### config.mk
export PLATFORM = sky130hd
export DESIGN_NAME = xmodem_checksum_receiver_top
export DESIGN_NICKNAME = d
export VERILOG_FILES = /design/src/design/xcr_pkg.sv /design/src/design/xcr_dp.sv /design/src/design/xcr_ctrl.sv /design/src/design/xmodem_checksum_receiver_top.sv
export SDC_FILE = /design/constraint.sdc
export NUM_CORES = 1
export LEC_CHECK = 0
export ABC_CLOCK_PERIOD_IN_PS = 6350
export BUFFER_PORTS_ARGS = -buffer_cell sky130_fd_sc_hd__buf_4
export CORE_UTILIZATION = 55
export DETAILED_ROUTE_END_ITERATION = 10
export GPL_TIMING_DRIVEN = 0
export PLACE_DENSITY_LB_ADDON = 0.1
export SETUP_SLACK_MARGIN = 0.2
export SYNTH_ARGS = -nofsm -noshare
export SYNTH_HDL_FRONTEND = slang
export SYNTH_SLANG_ARGS = --single-unit
### constraint.sdc
create_clock -name clk -period 6.35 [get_ports clk]
set_clock_uncertainty 0.2 [all_clocks]
set_input_delay 0.635 -clock clk [delete_from_list [all_inputs] [get_ports clk]]
set_output_delay 0.635 -clock clk [all_outputs]
set_load 0.01 [all_outputs]
### src/design/xcr_pkg.sv
// shared types, codes and constants for the xmodem checksum receiver
// no dependencies
`timescale 1ns / 1ps

package xcr_pkg;

    localparam int PAYLOAD_BYTES        = 128;
    localparam int WORDS_PER_PACKET     = PAYLOAD_BYTES / 4;
    localparam int WORD_IDX_W           = $clog2(WORDS_PER_PACKET);
    localparam int PACKETS_PER_PAGE_DEF = 4;
    localparam int FRAME_LAST           = PAYLOAD_BYTES + 3;

    localparam int RETRIES_W  = 8;
    localparam int END_PAGE_W = 14;
    localparam int PAGE_W     = 13;
    localparam int DONE_W     = 16;
    localparam int SIZE_W     = 23;
    localparam int CFG_DATA_W = 14;

    localparam logic [RETRIES_W-1:0]  RETRIES_RESET  = 8'd30;
    localparam logic [END_PAGE_W-1:0] END_PAGE_RESET = 14'd4096;

    localparam logic [7:0] SOH_BYTE = 8'h01;
    localparam logic [7:0] EOT_BYTE = 8'h04;

    localparam logic [1:0] CMD_START   = 2'd0;
    localparam logic [1:0] CMD_BYTE    = 2'd1;
    localparam logic [1:0] CMD_TIMEOUT = 2'd2;

    localparam logic CFG_TIMEOUT_RETRIES = 1'b0;
    localparam logic CFG_END_PAGE        = 1'b1;

    typedef enum logic [2:0] {
        KIND_NAK    = 3'd0,
        KIND_ACK    = 3'd1,
        KIND_DATA   = 3'd2,
        KIND_COMMIT = 3'd3,
        KIND_DONE   = 3'd4,
        KIND_ABORT  = 3'd5
    } kind_t;

    typedef enum logic [3:0] {
        S_IDLE,
        S_DECODE,
        S_NAK_LAST,
        S_ABORT,
        S_EOT_ACK,
        S_EOT_COMMIT,
        S_DONE,
        S_ACK,
        S_READ,
        S_DATA,
        S_COMMIT
    } state_t;

    typedef struct packed {
        logic  latch_in;
        logic  start;
        logic  tick;
        logic  abort;
        logic  stop;
        logic  byte_step;
        logic  emit;
        kind_t emit_kind;
        logic  emit_last;
        logic  rd_word;
        logic  word_clr;
        logic  word_inc;
        logic  adv_packet;
    } dp_cmd_t;

    typedef struct packed {
        logic [1:0] cmd;
        logic       active;
        logic       eot_start;
        logic       frame_end;
        logic       is_soh;
        logic       frame_ok;
        logic       retry_ok;
        logic       block_match;
        logic       slot_nonzero;
        logic       slot_last;
        logic       word_last;
        logic       out_free;
    } dp_stat_t;

endpackage

### src/design/xcr_dp.sv
// datapath: config registers, frame state, payload memory, page tracking, result register
// depends on xcr_pkg
`timescale 1ns / 1ps

module xcr_dp
    import xcr_pkg::*;
#(
    parameter int PACKETS_PER_PAGE = PACKETS_PER_PAGE_DEF
)
(
    input  logic                   clk,
    input  logic                   rst_n,
    input  logic                   cfg_we,
    input  logic                   cfg_index,
    input  logic [CFG_DATA_W-1:0]  cfg_data,
    input  logic [1:0]             command,
    input  logic [7:0]             rx_byte,
    input  logic                   out_ready,
    input  dp_cmd_t                ctl,
    output dp_stat_t               stat,
    output logic                   out_valid,
    output logic [2:0]             kind,
    output logic [31:0]            data_word,
    output logic [6:0]             word_index,
    output logic [PAGE_W-1:0]      flash_page,
    output logic [SIZE_W-1:0]      image_size,
    output logic                   last
);

    localparam int SLOT_W    = (PACKETS_PER_PAGE > 1) ? $clog2(PACKETS_PER_PAGE) : 1;
    localparam int MEM_WORDS = WORDS_PER_PACKET;

    logic [RETRIES_W-1:0]  retries_reg;
    logic [END_PAGE_W-1:0] end_page_reg;

    logic [1:0]            in_cmd_reg;
    logic [7:0]            in_byte_reg;

    logic                  active_reg, active_next;
    logic [7:0]            fp_reg, fp_next;
    logic [DONE_W-1:0]     done_reg, done_next;
    logic [SLOT_W-1:0]     slot_reg, slot_next;
    logic [PAGE_W-1:0]     quot_reg, quot_next;
    logic [7:0]            bn_reg, bn_next;
    logic [7:0]            bc_reg, bc_next;
    logic [7:0]            sum_reg, sum_next;
    logic [7:0]            ftype_reg, ftype_next;
    logic [RETRIES_W-1:0]  tcount_reg, tcount_next;
    logic [WORD_IDX_W-1:0] w_reg, w_next;

    logic [31:0]           buf_mem [MEM_WORDS];
    logic [31:0]           rd_data_reg;
    logic                  mem_we;
    logic [6:0]            wr_pos;

    logic                  out_valid_reg;
    kind_t                 kind_reg;
    logic [31:0]           data_reg;
    logic [6:0]            widx_reg;
    logic [PAGE_W-1:0]     page_reg;
    logic [SIZE_W-1:0]     size_reg;
    logic                  last_reg;

    logic [PAGE_W-1:0]     cur_page;
    logic                  slot_last;

    // config writes
    always_ff @(posedge clk or negedge rst_n)
    begin
        if (!rst_n)
        begin
            retries_reg  <= RETRIES_RESET;
            end_page_reg <= END_PAGE_RESET;
        end
        else if (cfg_we)
        begin
            unique case (cfg_index)
                CFG_TIMEOUT_RETRIES: retries_reg  <= cfg_data[RETRIES_W-1:0];
                CFG_END_PAGE:        end_page_reg <= cfg_data[END_PAGE_W-1:0];
                default:             retries_reg  <= retries_reg;
            endcase
        end
    end

    // input beat capture
    always_ff @(posedge clk)
    begin
        if (ctl.latch_in)
        begin
            in_cmd_reg  <= command;
            in_byte_reg <= rx_byte;
        end
    end

    assign slot_last = (slot_reg == SLOT_W'(PACKETS_PER_PAGE - 1));
    assign cur_page  = end_page_reg[PAGE_W-1:0] - PAGE_W'(1) - quot_reg;
    assign wr_pos    = 7'(fp_reg - 8'd3);
    assign mem_we    = ctl.byte_step && (fp_reg > 8'd2) && (fp_reg < 8'(FRAME_LAST));

    always_comb
    begin
        active_next = active_reg;
        fp_next     = fp_reg;
        done_next   = done_reg;
        slot_next   = slot_reg;
        quot_next   = quot_reg;
        bn_next     = bn_reg;
        bc_next     = bc_reg;
        sum_next    = sum_reg;
        ftype_next  = ftype_reg;
        tcount_next = tcount_reg;
        w_next      = w_reg;

        if (ctl.start)
        begin
            active_next = 1'b1;
            fp_next     = '0;
            done_next   = '0;
            slot_next   = '0;
            quot_next   = '0;
            sum_next    = '0;
            tcount_next = '0;
        end
        if (ctl.tick)
            tcount_next = tcount_reg + RETRIES_W'(1);
        if (ctl.abort)
        begin
            active_next = 1'b0;
            fp_next     = '0;
        end
        if (ctl.stop)
            active_next = 1'b0;
        if (ctl.byte_step)
        begin
            if (fp_reg == 8'd0)
            begin
                ftype_next = in_byte_reg;
                sum_next   = '0;
                fp_next    = 8'd1;
            end
            else if (fp_reg == 8'd1)
            begin
                bn_next = in_byte_reg;
                fp_next = 8'd2;
            end
            else if (fp_reg == 8'd2)
            begin
                bc_next = in_byte_reg;
                fp_next = 8'd3;
            end
            else if (fp_reg < 8'(FRAME_LAST))
            begin
                sum_next = sum_reg + in_byte_reg;
                fp_next  = fp_reg + 8'd1;
            end
            else
            begin
                fp_next = '0;
            end
        end
        if (ctl.word_clr)
            w_next = '0;
        if (ctl.word_inc)
            w_next = w_reg + WORD_IDX_W'(1);
        if (ctl.adv_packet)
        begin
            if (done_reg == {DONE_W{1'b1}})
            begin
                done_next = '0;
                slot_next = '0;
                quot_next = '0;
            end
            else
            begin
                done_next = done_reg + DONE_W'(1);
                if (slot_last)
                begin
                    slot_next = '0;
                    quot_next = quot_reg + PAGE_W'(1);
                end
                else
                begin
                    slot_next = slot_reg + SLOT_W'(1);
                end
            end
        end
    end

    always_ff @(posedge clk or negedge rst_n)
    begin
        if (!rst_n)
        begin
            active_reg <= 1'b0;
            fp_reg     <= '0;
            done_reg   <= '0;
            slot_reg   <= '0;
            quot_reg   <= '0;
            bn_reg     <= '0;
            bc_reg     <= '0;
            sum_reg    <= '0;
            ftype_reg  <= '0;
            tcount_reg <= '0;
            w_reg      <= '0;
        end
        else
        begin
            active_reg <= active_next;
            fp_reg     <= fp_next;
            done_reg   <= done_next;
            slot_reg   <= slot_next;
            quot_reg   <= quot_next;
            bn_reg     <= bn_next;
            bc_reg     <= bc_next;
            sum_reg    <= sum_next;
            ftype_reg  <= ftype_next;
            tcount_reg <= tcount_next;
            w_reg      <= w_next;
        end
    end

    // payload memory, byte-lane writes, word reads
    always_ff @(posedge clk)
    begin
        if (mem_we)
            buf_mem[wr_pos[6:2]][wr_pos[1:0]*8 +: 8] <= in_byte_reg;
        if (ctl.rd_word)
            rd_data_reg <= buf_mem[w_reg];
    end

    // result register
    always_ff @(posedge clk or negedge rst_n)
    begin
        if (!rst_n)
            out_valid_reg <= 1'b0;
        else if (ctl.emit)
            out_valid_reg <= 1'b1;
        else if (out_ready)
            out_valid_reg <= 1'b0;
    end

    always_ff @(posedge clk)
    begin
        if (ctl.emit)
        begin
            kind_reg <= ctl.emit_kind;
            last_reg <= ctl.emit_last;
            data_reg <= (ctl.emit_kind == KIND_DATA) ? rd_data_reg : 32'd0;
            widx_reg <= (ctl.emit_kind == KIND_DATA)
                        ? 7'(7'(slot_reg) * 7'(WORDS_PER_PACKET)) + 7'(w_reg) : 7'd0;
            page_reg <= (ctl.emit_kind == KIND_DATA || ctl.emit_kind == KIND_COMMIT)
                        ? cur_page : '0;
            size_reg <= (ctl.emit_kind == KIND_DONE) ? SIZE_W'({done_reg, 7'd0}) : '0;
        end
    end

    assign stat.cmd          = in_cmd_reg;
    assign stat.active       = active_reg;
    assign stat.eot_start    = (fp_reg == 8'd0) && (in_byte_reg == EOT_BYTE);
    assign stat.frame_end    = (fp_reg >= 8'(FRAME_LAST));
    assign stat.is_soh       = (ftype_reg == SOH_BYTE);
    assign stat.frame_ok     = (({1'b0, bn_reg} + {1'b0, bc_reg}) == 9'h0FF)
                               && (sum_reg == in_byte_reg);
    assign stat.retry_ok     = (tcount_reg < retries_reg);
    assign stat.block_match  = (bn_reg == 8'(done_reg[7:0] + 8'd1));
    assign stat.slot_nonzero = (slot_reg != '0);
    assign stat.slot_last    = slot_last;
    assign stat.word_last    = (w_reg == WORD_IDX_W'(WORDS_PER_PACKET - 1));
    assign stat.out_free     = !out_valid_reg || out_ready;

    assign out_valid  = out_valid_reg;
    assign kind       = kind_reg;
    assign data_word  = data_reg;
    assign word_index = widx_reg;
    assign flash_page = page_reg;
    assign image_size = size_reg;
    assign last       = last_reg;

endmodule

### src/design/xcr_ctrl.sv
// controller state machine: decodes each input beat and sequences the result beats
// depends on xcr_pkg
`timescale 1ns / 1ps

module xcr_ctrl
    import xcr_pkg::*;
(
    input  logic     clk,
    input  logic     rst_n,
    input  logic     in_valid,
    output logic     in_ready,
    input  dp_stat_t stat,
    output dp_cmd_t  ctl
);

    state_t state_reg, state_next;

    always_ff @(posedge clk or negedge rst_n)
    begin
        if (!rst_n)
            state_reg <= S_IDLE;
        else
            state_reg <= state_next;
    end

    always_comb
    begin
        state_next = state_reg;
        ctl        = '0;
        ctl.emit_kind = KIND_NAK;
        in_ready   = 1'b0;

        unique case (state_reg)
            S_IDLE:
            begin
                in_ready = 1'b1;
                if (in_valid)
                begin
                    ctl.latch_in = 1'b1;
                    state_next   = S_DECODE;
                end
            end

            S_DECODE:
            begin
                state_next = S_IDLE;
                unique case (stat.cmd)
                    CMD_START:
                    begin
                        ctl.start  = 1'b1;
                        state_next = S_NAK_LAST;
                    end
                    CMD_TIMEOUT:
                    begin
                        if (stat.active)
                        begin
                            if (stat.retry_ok)
                            begin
                                ctl.tick   = 1'b1;
                                state_next = S_NAK_LAST;
                            end
                            else
                            begin
                                ctl.abort  = 1'b1;
                                state_next = S_ABORT;
                            end
                        end
                    end
                    CMD_BYTE:
                    begin
                        if (stat.active)
                        begin
                            if (stat.eot_start)
                            begin
                                ctl.stop   = 1'b1;
                                state_next = S_EOT_ACK;
                            end
                            else
                            begin
                                ctl.byte_step = 1'b1;
                                if (stat.frame_end && stat.is_soh)
                                begin
                                    if (stat.frame_ok)
                                    begin
                                        ctl.word_clr = 1'b1;
                                        state_next   = S_ACK;
                                    end
                                    else
                                    begin
                                        state_next = S_NAK_LAST;
                                    end
                                end
                            end
                        end
                    end
                    default:
                    begin
                        state_next = S_IDLE;
                    end
                endcase
            end

            S_NAK_LAST:
            begin
                if (stat.out_free)
                begin
                    ctl.emit      = 1'b1;
                    ctl.emit_kind = KIND_NAK;
                    ctl.emit_last = 1'b1;
                    state_next    = S_IDLE;
                end
            end

            S_ABORT:
            begin
                if (stat.out_free)
                begin
                    ctl.emit      = 1'b1;
                    ctl.emit_kind = KIND_ABORT;
                    ctl.emit_last = 1'b1;
                    state_next    = S_IDLE;
                end
            end

            S_EOT_ACK:
            begin
                if (stat.out_free)
                begin
                    ctl.emit      = 1'b1;
                    ctl.emit_kind = KIND_ACK;
                    state_next    = stat.slot_nonzero ? S_EOT_COMMIT : S_DONE;
                end
            end

            S_EOT_COMMIT:
            begin
                if (stat.out_free)
                begin
                    ctl.emit      = 1'b1;
                    ctl.emit_kind = KIND_COMMIT;
                    state_next    = S_DONE;
                end
            end

            S_DONE:
            begin
                if (stat.out_free)
                begin
                    ctl.emit      = 1'b1;
                    ctl.emit_kind = KIND_DONE;
                    ctl.emit_last = 1'b1;
                    state_next    = S_IDLE;
                end
            end

            S_ACK:
            begin
                if (stat.out_free)
                begin
                    ctl.emit      = 1'b1;
                    ctl.emit_kind = KIND_ACK;
                    ctl.emit_last = !stat.block_match;
                    state_next    = stat.block_match ? S_READ : S_IDLE;
                end
            end

            S_READ:
            begin
                ctl.rd_word = 1'b1;
                state_next  = S_DATA;
            end

            S_DATA:
            begin
                if (stat.out_free)
                begin
                    ctl.emit      = 1'b1;
                    ctl.emit_kind = KIND_DATA;
                    ctl.emit_last = stat.word_last && !stat.slot_last;
                    if (!stat.word_last)
                    begin
                        ctl.word_inc = 1'b1;
                        state_next   = S_READ;
                    end
                    else if (stat.slot_last)
                    begin
                        state_next = S_COMMIT;
                    end
                    else
                    begin
                        ctl.adv_packet = 1'b1;
                        state_next     = S_IDLE;
                    end
                end
            end

            S_COMMIT:
            begin
                if (stat.out_free)
                begin
                    ctl.emit       = 1'b1;
                    ctl.emit_kind  = KIND_COMMIT;
                    ctl.emit_last  = 1'b1;
                    ctl.adv_packet = 1'b1;
                    state_next     = S_IDLE;
                end
            end

            default:
            begin
                state_next = S_IDLE;
            end
        endcase
    end

endmodule

### src/design/xmodem_checksum_receiver_top.sv
// Receives an XMODEM download with the 8-bit checksum, one beat per command or byte, and
// answers with NAK/ACK, payload words placed in flash pages filling down from end_page,
// page commits, the final image size or an abort. Each command or byte beat is captured,
// then decoded, and its result beats are issued before the next beat is taken. A good
// frame carrying the expected block holds the input for 32 data words read one at a time
// from the payload memory, each word read and then emitted, with a page commit after the
// last packet of a page and any output stall in between; each result waits in one
// output register and may be taken while the next decode proceeds.
// depends on xcr_pkg, xcr_ctrl, xcr_dp
`timescale 1ns / 1ps

module xmodem_checksum_receiver_top
    import xcr_pkg::*;
#(
    parameter int PACKETS_PER_PAGE = PACKETS_PER_PAGE_DEF
)
(
    input  logic                  clk,
    input  logic                  rst_n,
    input  logic                  cfg_we,
    input  logic                  cfg_index,
    input  logic [CFG_DATA_W-1:0] cfg_data,
    input  logic                  in_valid,
    output logic                  in_ready,
    input  logic [1:0]            command,
    input  logic [7:0]            rx_byte,
    output logic                  out_valid,
    input  logic                  out_ready,
    output logic [2:0]            kind,
    output logic [31:0]           data_word,
    output logic [6:0]            word_index,
    output logic [PAGE_W-1:0]     flash_page,
    output logic [SIZE_W-1:0]     image_size,
    output logic                  last
);

    dp_cmd_t  ctl;
    dp_stat_t stat;

    xcr_ctrl u_ctrl (
        .clk      (clk),
        .rst_n    (rst_n),
        .in_valid (in_valid),
        .in_ready (in_ready),
        .stat     (stat),
        .ctl      (ctl)
    );

    xcr_dp #(
        .PACKETS_PER_PAGE (PACKETS_PER_PAGE)
    ) u_dp (
        .clk        (clk),
        .rst_n      (rst_n),
        .cfg_we     (cfg_we),
        .cfg_index  (cfg_index),
        .cfg_data   (cfg_data),
        .command    (command),
        .rx_byte    (rx_byte),
        .out_ready  (out_ready),
        .ctl        (ctl),
        .stat       (stat),
        .out_valid  (out_valid),
        .kind       (kind),
        .data_word  (data_word),
        .word_index (word_index),
        .flash_page (flash_page),
        .image_size (image_size),
        .last       (last)
    );

endmodule

# --- After elaboration in Yosys (flattened, before gate mapping) ---
# Memory sizes are Yosys's and may differ from the RTL's. A register that Yosys moved wholly into a read port is not among the register bits.
# Cells that the tools add are included.
op_classes:
  eq_ne: 31
  n_reduce_logical: 28
  add_sub_neg: 14
  magnitude_cmp: 4
  muxes: 89
  n_shift: 2
  n_bitwise: 3
op_table:
  columns: ["cell", "n"]
  rows:
  - ["2-to-1 mux 8 bit", 14]
  - ["one-hot mux 4 bit (8 select lines)", 2]
  - ["2-to-1 mux 13 bit", 4]
  - ["2-to-1 mux 4 bit", 13]
  - ["2-to-1 mux 16 bit", 3]
  - ["2-to-1 mux 5 bit", 9]
  - ["negation 5 -> 34 bit", 1]
  - ["variable shift 8 x 34 -> 32 bit, first input constant", 1]
  - ["variable part select 8 x 34 -> 32 bit", 1]
  - ["2-to-1 mux 32 bit", 1]
  - ["2-to-1 mux 1 bit", 27]
  - ["adder 8 x 1 -> 8 bit, second input constant", 3]
  - ["2-to-1 mux 2 bit", 11]
  - ["adder 16 x 1 -> 16 bit, second input constant", 1]
  - ["== test 16 bit, second input constant", 1]
  - ["== test 4 x 3 -> 1 bit, second input constant", 4]
  - ["== test 8 x 1 -> 1 bit, second input constant", 2]
  - ["== test 8 bit", 2]
  - ["adder 13 x 1 -> 13 bit, second input constant", 1]
  - ["subtractor 13 x 1 -> 13 bit, second input constant", 1]
  - ["subtractor 13 bit", 1]
  - ["== test 4 bit, second input constant", 3]
  - ["one-hot mux 4 bit (3 select lines)", 1]
  - ["!= test 2 bit, second input constant", 5]
  - ["38 further kinds", 59]
word_totals:
  n_memories: 1
  output_inout_bits: 81
  ramBits: 1024
  register_bits: 200
  inputBits: 30
  wordCells: 196
memory_table:
  columns: ["name", "depth", "word_bits", "rd", "rd_ports_with_merged_regs", "wr", "line_no", "text"]
  rows:
  - ["u_dp.buf_mem", 32, 32, 1, 1, 1, "xcr_dp.sv:51", "logic [31:0] buf_mem [MEM_WORDS];"]

# --- Logic depth before layout (Yosys ltp) ---
# Gate-level depths: netlist of run 1.
logic_depth:
  depth_word: 12
  ltp_mapped: 12
  depth_no_buf: 9

# --- Cells and area by module ---
# Synthesis of run 1 repeated with hierarchy kept, for this count alone.
hier_totals:
  cells_unflattened: 2667
  area_unflattened_um2: 50677.4
modules_own_cells:
  columns: ["mod", "seq_area_each_um2", "area_per_inst_um2", "cells_each", "n_inst"]
  rows:
  - ["xcr_dp", 36856.6, 50121.8, 2590, 1]
  - ["xcr_ctrl", 100.1, 555.5, 77, 1]

# --- Worst setup path after synthesis of run 1 ---
# OpenSTA, ideal clock, no wires.
synth_path:
  path_type: "reg2reg"
  startpoint: "register u_ctrl.state_reg[3]"
  endpoint: "register u_dp.data_reg[0], in the netlist u_dp.data_word[0], enable pin"
  synth_period_minus_slack_ns: 4.685
  stages_incl_launch_ff: 6
  setup_ns: 0.502
  slack_ns: 1.665
  path_buffers: 2
  arrival_time_ns: 3.982
  required_ns: 5.648
  path_cell_list: "dfrtp_1 -> buf_6 -> clkbuf_1 -> a21oi_1 -> o22a_1 -> nor2_1"
synth_lines:
  columns: ["element", "line_no", "text"]
  rows:
  - ["from (decl)", "xcr_ctrl.sv:16", "state_t state_reg, state_next;"]
  - ["from (signal assigned)", "xcr_ctrl.sv:23", "state_reg <= state_next;"]
  - ["to (signal assigned)", "xcr_dp.sv:247", "data_reg <= (ctl.emit_kind == KIND_DATA) ? rd_data_reg : 32'd0;"]
  - ["to (decl)", "xcr_dp.sv:58", "logic [31:0] data_reg;"]

# --- Final worst setup path of run 1 ---
layout_path:
  startpoint: "register u_dp.w_reg[3]"
  endpoint: "register u_dp.quot_reg[4]"
layout_between:
  elab_chain_cells: 5
layout_lines:
  columns: ["element", "line_no", "text"]
  rows:
  - ["from (decl)", "xcr_dp.sv:49", "logic [WORD_IDX_W-1:0] w_reg, w_next;"]
  - ["from (signal assigned)", "xcr_dp.sv:217", "w_reg <= w_next;"]
  - ["== test 5 bit", "xcr_dp.sv:267", "assign stat.word_last = (w_reg == WORD_IDX_W'(WORDS_PER_PACKET - 1));"]
  - ["2-to-1 mux 1 bit", "xcr_ctrl.sv:180", "if (!stat.word_last)"]
  - ["2-to-1 mux 2 bit", "xcr_ctrl.sv:175", "if (stat.out_free)"]
  - ["one-hot mux 1 bit (2 select lines)", "xcr_ctrl.sv:33", "unique case (state_reg)"]
  - ["2-to-1 mux 13 bit", "xcr_dp.sv:165", "if (ctl.adv_packet)"]
  - ["net u_dp.quot_next[4]", "xcr_dp.sv:43", "logic [PAGE_W-1:0] quot_reg, quot_next;"]
  - ["to (signal assigned)", "xcr_dp.sv:211", "quot_reg <= quot_next;"]
  - ["to (decl)", "xcr_dp.sv:43", null]
# The timed path passes the listed nets, and every way through them passes these cells.
# A chain may end at the register's enable or synchronous reset.

==> impl_metrics.toml, run 1 <==
[timing]
setup_viol = 0
layout_setup_ws_ns = 1.24
report.final.slew_viol_count = 0
min_period_over_period_pct = 80.4
layout_min_cycle_time_ns = 5.11
rsz0062_at_grt = "false"
timing_worst_slew_pin_value_ns = 1.36
max_freq_ghz = 0.196
fin_setup_tns_ns = 0
hold_viol_final = 0
slew_headroom_pct = 9.30

[clocking]
h-tree-depth = 4
numCtsBuffers = 131
postCtsResizedCells = 0
clock_sinks = 1249
clockRootBuffer = "clkbuf_16"
cts_setup_buffers = 0
cts.clk_slew.worst_paths_ns = 0.06
clock_path_buffers = 3
ctsHoldBuffers = 24
cts_tree = "yes"
worstSkewPairLatency_ns = 0.77

[detailed_routing]
drt-vias-per-instance = 6.32
drtPass1Iterations = 7
num_vias = 29600
ant_nets = 0
drt_iter0_markers = 3633
wl_per_cell_microns = 30.1
remaining_drc_errors = 0
wl_mm = 141

[grt]
grt_pass1_vias = 29300
grtUsageTotal_pct = 30.2
grt_pass1_wl_mm = 201
antenna_found_initial = 6
grt_overflow = 0
grt_start_max_net_pins = 63

[synthesis]
synth_area_leaders = "edfxtp_1 67%, mux4_2 7.0%, dfrtp_1 5.2%"
synthCells = 3032
synth_largest_area_cell = "edfxtp_1"
yosysWarnings = 0
ys.flop_type = "edfxtp_1"
yosysTopAreaCellShare_pct = 66.5
synth_edf_count = 1138
async_reset_ff_share_pct = 8.89
synthDistinctLibCells = 84
ys_seq_area_share_pct = 72.0
syn_area_sq_um = 51400
ys_seq_elements = 1249
syn_avg_cell_area_sq_um = 16.9

[pwr]
p_total_mw = 19.8
leakagePower_nw = 21.3
p_per_area_nw_per_um2 = 337
peakVddDrop_mv = 0.251

[hold_path]
hold_start = "cfg_index"
hp-class = "input pin to flip-flop"
min_path_cells = 4
holdPathEnd = "u_dp.retries_reg[3]$_DFFE_PN1P_"

[setup_path]
reg2regPathDepth = 11
rr_endpoint = "u_dp.quot_reg[4]$_DFF_PN0_"
cp.required_ns = 6.74
reg2reg_slack_ns = 1.24
reg2reg_from = "u_dp.w_reg[3]$_DFFE_PN0P_"
crit_family = "buffers and inverters"
cp.buffers_inverters = 5
worstPathMaxFanout = 10
endpoint_kind = "flip-flop"
slowest_delay_ns = 0.99
crit_chain = "clkbuf_1, clkbuf_1, buf_1, and3_1, ha_1, a31oi_1, or3_1, clkbuf_1, nand2_1, clkbuf_1, o22ai_1"
path_common_cell = "clkbuf_1"
worstSetupPathType = "flip-flop to flip-flop"
crit_slowest_cell = "clkbuf_1"
setup.worst_path.start_class = "flip-flop"
arrival_ns = 5.50

[die]
die_h_microns = 308
io_pins = 111
num_rows = 111
initial_core_util_pct = 55.8
die_w_microns = 308
dieArea_sq_um = 94600
core_area_sq_um = 92100

[place]
globalplace.congestion = 0.925
dp_hpwl_mm = 97.7
portBuffers = 102
place_ws_ns = 1.50

[finish]
final_util_pct = 63.9
drive_above_1_share_pct = 18.7
nets = 3410
n_fill_cell = 6461
area_growth_pct = 14.5
largest_reg_flops = 1024

[job]
maxCapViolCount = 0

[status]
status = "completed"
power by group:
part           total (mW)  switching, mW  internal, mW  leakage (nW)
clock network        7.44           3.14          4.30          2.01
registers            9.98          0.213          9.77          12.5
logic                2.42           1.55         0.873          6.80
placed cells by master, fill, tap and decap left out, drive strengths merged, types with 44 or more instances in the layout:
| master | synthesis | routed |
|---|---|---|
| clkbuf | 95 | 273 |
| dfrtp | 106 | 106 |
| mux2i | 205 | 205 |
| nor2b | 45 | 45 |
| clkinv | 1 | 44 |
| nor2 | 212 | 212 |
| o21ai | 97 | 97 |
| and2 | 70 | 70 |
| edfxtp | 1138 | 1138 |
| inv | 44 | 48 |
| buf | 76 | 210 |
| ha | 48 | 48 |
| mux4 | 160 | 160 |
| mux2 | 57 | 57 |
| o221ai | 137 | 137 |
| nand2 | 182 | 182 |
synthesized netlist by cell type (17+ instances only):
library cell and count:
mux2i_1 205, nand3_1 33, edfxtp_1 1138, o221ai_1 137, inv_1 44, nor2b_1 45, clkbuf_1 94, buf_2 39
ha_1 48, nor2_1 209, nand2b_1 17, nor3_1 21, xnor2_1 33, a21oi_1 40, a31oi_1 19, mux2_2 57
dfrtp_1 106, nand2_1 178, mux4_2 160, and2_1 70, o21ai_0 94
routing by layer:
layer	global-route usage, %	up-vias	part of all wire, %
met5	0	-	0.015
met4	15.1	2	5.2
met3	6.68	317	8.5
met2	48.2	1471	48
met1	39.3	15200	38
li1	-	12600	-
logic make-up (layout without fill, tap and decap cells):
logic type / count (synthesis) / after routing / synth area share (%)
AO/OA/AOI/OAI: 395 / 395 / 5.54
XOR/XNOR: 45 / 45 / 0.767
adder cells (fa/ha/maj): 51 / 51 / 1.29
buffers and inverters: 216 / 610 / 2.03
flip-flops: 1249 / 1249 / 72.0
multiplexers: 422 / 422 / 12.3
other: 1 / 12 / 0.00730
AND/OR/NAND/NOR: 653 / 653 / 6.15
metrics by stage:
stage | cell area, sq um | hold slack, ns | instances
2_1_floorplan | 51400 | 0.139 | 3038
5_1_grt | 58800 | 0.0412 | 4675
3_5_place_dp | 54400 | 0.293 | 4415
3_3_place_gp | 53700 | 0.267 | 4383
4_1_cts | 58800 | 0.00638 | 4675
6_report | 58800 | 0.0321 | 4680
tightest hold or removal path, cell delays in order:
cell and delay, ns:
buf_4 0.08, nor2b_1 0.10, nand2_1 0.08, o21ai_0 0.07
final cells by class:
cell class | count | area, sq um | share of cell area, %
Multi-Input combinational cell | 1573 | 13500 | 22.9
Antenna cell | 5 | 12.5 | 0.0213
Timing Repair Buffer | 158 | 1650 | 2.80
Clock inverter | 58 | 557 | 0.947
Clock buffer | 178 | 3590 | 6.10
Tap cell | 1243 | 1560 | 2.64
Buffer | 171 | 872 | 1.48
Sequential cell | 1249 | 37000 | 62.8
Inverter | 45 | 169 | 0.287
how the worst max path moves through the flow:
| stage | endpoint | depth (start not counted) | slack [ns] | startpoint |
|---|---|---|---|---|
| after global placement | u_dp.data_word[11]$_SDFFCE_PP0P_ | 4 | -1.0 | out_ready |
| after floorplan | u_dp.data_word[0]$_SDFFCE_PP0P_ | 5 | 1.67 | u_ctrl.state_reg[3]$_DFFE_PN0P_ |
| final | u_dp.quot_reg[4]$_DFF_PN0_ | 11 | 1.24 | u_dp.w_reg[3]$_DFFE_PN0P_ |
| after global routing | u_dp.quot_reg[5]$_DFF_PN0_ | 12 | 1.03 | u_dp.w_reg[3]$_DFFE_PN0P_ |
| after CTS | u_dp.quot_reg[6]$_DFF_PN0_ | 12 | 1.45 | u_dp.w_reg[3]$_DFFE_PN0P_ |
| after detailed placement | u_dp.quot_reg[6]$_DFF_PN0_ | 12 | 1.50 | u_dp.w_reg[3]$_DFFE_PN0P_ |
Power figures use the tool's default switching activity.
==> run 2, diff against run 1 <==
- ABC_AREA: default -> 1
- ABC_CLOCK_PERIOD_IN_PS: 6350 -> 5300
- clock period: 6.35 -> 5.3 ns (I/O delays scaled with it)
==> impl_metrics.toml, run 2 <==
[detailed_routing]
wl_per_cell_microns = 32.2
drtPass1Iterations = 8
drt_iter0_markers = 6689
drt-vias-per-instance = 6.48
ant_nets = 0
num_vias = 39200
wl_mm = 195
remaining_drc_errors = 0

[synthesis]
synth.most_common_cell = "edfxtp_1"
synthDistinctLibCells = 52
synth_top_family_by_area = "compound AO/OA/AOI/OAI gates"
synth_area_leaders = "edfxtp_1 66%, o21ai_0 7.2%, nor2_1 6.6%"
syn_avg_cell_area_sq_um = 11.9
synthSimpleGateAreaFrac_pct = 10.7
synthTopCellsByCount = "1138 x edfxtp_1, 915 x nor2_1, 741 x o21ai_0"
synthMuxAreaShare_pct = 0.109
synth_edf_count = 1138
synth_largest_area_cell = "edfxtp_1"
synthCells = 4363
synth_fa_ha_area_share_pct = 1.28
synth_compound_area_share_pct = 12.5
ys_seq_area_share_pct = 71.4
yosysWarnings = 0
yosysTopAreaCellShare_pct = 66.0
async_reset_ff_share_pct = 8.89
synth_xor_area_share_pct = 0.541
ys_seq_elements = 1249
syn_area_sq_um = 51800
ys.flop_type = "edfxtp_1"

[timing]
setup_viol = 0
report.final.slew_viol_count = 46
slew_headroom_pct = -11.3
layout_min_cycle_time_ns = 4.67
timing_worst_slew_pin_value_ns = 1.67
rsz0062_at_grt = "false"
min_period_over_period_pct = 88.1
hold_viol_final = 0
max_freq_ghz = 0.214

[die]
die_w_microns = 309
dieArea_sq_um = 95400
initial_core_util_pct = 55.5
io_pins = 111
num_rows = 112
die_h_microns = 309
core_area_sq_um = 93300

[place]
globalplace.congestion = 1.07
portBuffers = 102
dpl.cell_count = 5767
dp_hpwl_mm = 133

[clocking]
cts_setup_buffers = 0
worstSkewPairLatency_ns = 0.78
cts_tree = "yes"
postCtsResizedCells = 0
clockRootBuffer = "clkbuf_16"
clock_path_buffers = 3
numCtsBuffers = 133
cts.clk_slew.worst_paths_ns = 0.06
h-tree-depth = 4
clock_sinks = 1249

[pwr]
leakagePower_nw = 21.7
p_sw_mw = 6.88
swShare_pct = 27.3
p_per_area_nw_per_um2 = 422
p_comb_share_pct = 15.2
internal_power_mw = 18.3
seq_power_share_pct = 47.7
peakVddDrop_mv = 0.425
clkPwrFrac_pct = 37.2
p_total_mw = 25.2

[setup_path]
arrival_ns = 4.98
reg2reg_from = "u_dp.w_reg[0]$_DFFE_PN0P_"
setup.worst_path.start_class = "flip-flop"
cp.required_ns = 5.61
slowest_delay_ns = 1.08
worstPathMaxFanout = 10
reg2regPathDepth = 10
endpoint_kind = "flip-flop"
crit_chain = "buf_2, buf_2, buf_2, clkbuf_1, nor2_1, o22ai_1, nor2_1, o22ai_1, nand2_1, nand2_1"
crit_slowest_cell = "clkbuf_1"
reg2reg_slack_ns = 0.63
worstSetupPathType = "flip-flop to flip-flop"
rr_endpoint = "u_dp.rd_data_reg[7]$_DFFE_PP_"
path_common_cell = "buf_2"

[grt]
grt_pass1_wl_mm = 265
grt_overflow = 0
grtUsageTotal_pct = 40.9
antenna_found_initial = 11
grt_pass1_vias = 35500
grt_start_max_net_pins = 88

[hold_path]
min_path_cells = 3
hp-class = "input pin to flip-flop"
holdPathEnd = "u_dp.end_page_reg[12]$_DFFE_PN1P_"
hold_start = "cfg_index"

[finish]
n_fill_cell = 7315
final_cell_mix = "1138 x edfxtp_1, 889 x nor2_1, 741 x o21ai_0, 333 x nand2_1, 323 x o22ai_1"
multi_input_comb_area_sq_um = 13100
area_growth_pct = 15.3
largest_reg_flops = 1024
final_common_cell = "edfxtp_1"
nets = 4759
drive_above_1_share_pct = 9.38
regArea_sq_um = 37000
fin_cells = 6047

[status]
violations = "capacitance limit, slew limit"
status = "complete, but fails checks"

[job]
maxCapViolCount = 4
-- run 2: cell count changes after synthesis, sizes merged, moves of 69 or more --
cell    delta
mux2i    -205
nor2     +714
o22ai    +308
o221ai   -137
nand2    +157
mux4     -160
clkbuf   +116
o21ai    +672
and2      -69
inv      +147
-- run 2: power groups by stage --
stage	Clock (mW)	Combinational, mW	Sequential, mW
3_3_place_gp	0	3.22	12.3
3_5_place_dp	0	3.67	12.2
6_report	9.36	3.81	12.0
2_1_floorplan	0	1.72	12.3
4_1_cts	9.32	3.70	12.0
5_1_grt	9.67	4.04	12.0
-- run 2: what timing repair did --
action / in CTS / in global routing
hold endpoints to repair: 139 / 0
hold buffers: 30 / 0
endpoints found under the setup margin: 0 / 0
-- run 2: how the worst max path moves through the flow --
stage                                    start                               end  cells past startpoint
6_report             u_dp.w_reg[0]$_DFFE_PN0P_     u_dp.rd_data_reg[7]$_DFFE_PP_                     10
5_1_grt              u_dp.w_reg[0]$_DFFE_PN0P_     u_dp.rd_data_reg[7]$_DFFE_PP_                     10
4_1_cts              u_dp.w_reg[0]$_DFFE_PN0P_     u_dp.rd_data_reg[7]$_DFFE_PP_                     10
3_5_place_dp         u_dp.w_reg[0]$_DFFE_PN0P_     u_dp.rd_data_reg[7]$_DFFE_PP_                     10
3_3_place_gp   u_ctrl.state_reg[1]$_DFFE_PN0P_  u_dp.data_word[10]$_SDFFCE_PP0P_                      8
2_1_floorplan  u_ctrl.state_reg[1]$_DFFE_PN0P_   u_dp.data_word[0]$_SDFFCE_PP0P_                      8
-- run 2: layout make-up --
| class | count | area share, % |
|---|---|---|
| clock buffer | 175 | 6.15 |
| sequential | 1249 | 61.9 |
| tap | 1254 | 2.63 |
| buffer | 260 | 1.88 |
| timing repair buffer | 174 | 3.08 |
| inverter | 192 | 1.22 |
| clock inverter | 68 | 1.11 |
| antenna | 7 | 0.0293 |
| multi-input combinational | 2668 | 22.0 |
-- run 2: cell families after synthesis --
kind of cell | Yosys count
AND/OR/NAND/NOR | 1387
other | 1
multiplexers | 5
XOR/XNOR | 32
flip-flops | 1249
buffers and inverters | 452
adder cells (fa/ha/maj) | 51
AO/OA/AOI/OAI | 1186
-- run 2: stage by stage --
stage	utilization, %	worst slack [ns]	instance area [sq um]	TNS (ns)	hold slack, ns
final	64.0	0.633	59700	0	0.0343
after global routing	63.9	0.819	59700	0	0.0541
after CTS	63.9	1.10	59700	0	0.00574
after detailed placement	59.0	1.12	55000	0	0.209
after global placement	58.0	-1.12	54100	-79.05	0.267
after floorplan	-	0.542	51800	0	0.0344
-- run 2: per-layer routing --
layer / track usage (%) / part of all wire [%] / vias up
met4: 22.9 / 6.4 / 4
met3: 14.2 / 15 / 611
met5: 0 / 0.014 / -
met1: 55.3 / 37 / 19000
met2: 57.9 / 42 / 3169
li1: - / - / 16400
-- run 2: critical path: cells and delay by family, from the launching register on --
kind                   cells  cell delay [ns]
AOI/OAI and AO/OA          2             0.66
DFF                        1             0.37
and+or+nand+nor            4             0.72
buffers and inverters      4             2.37
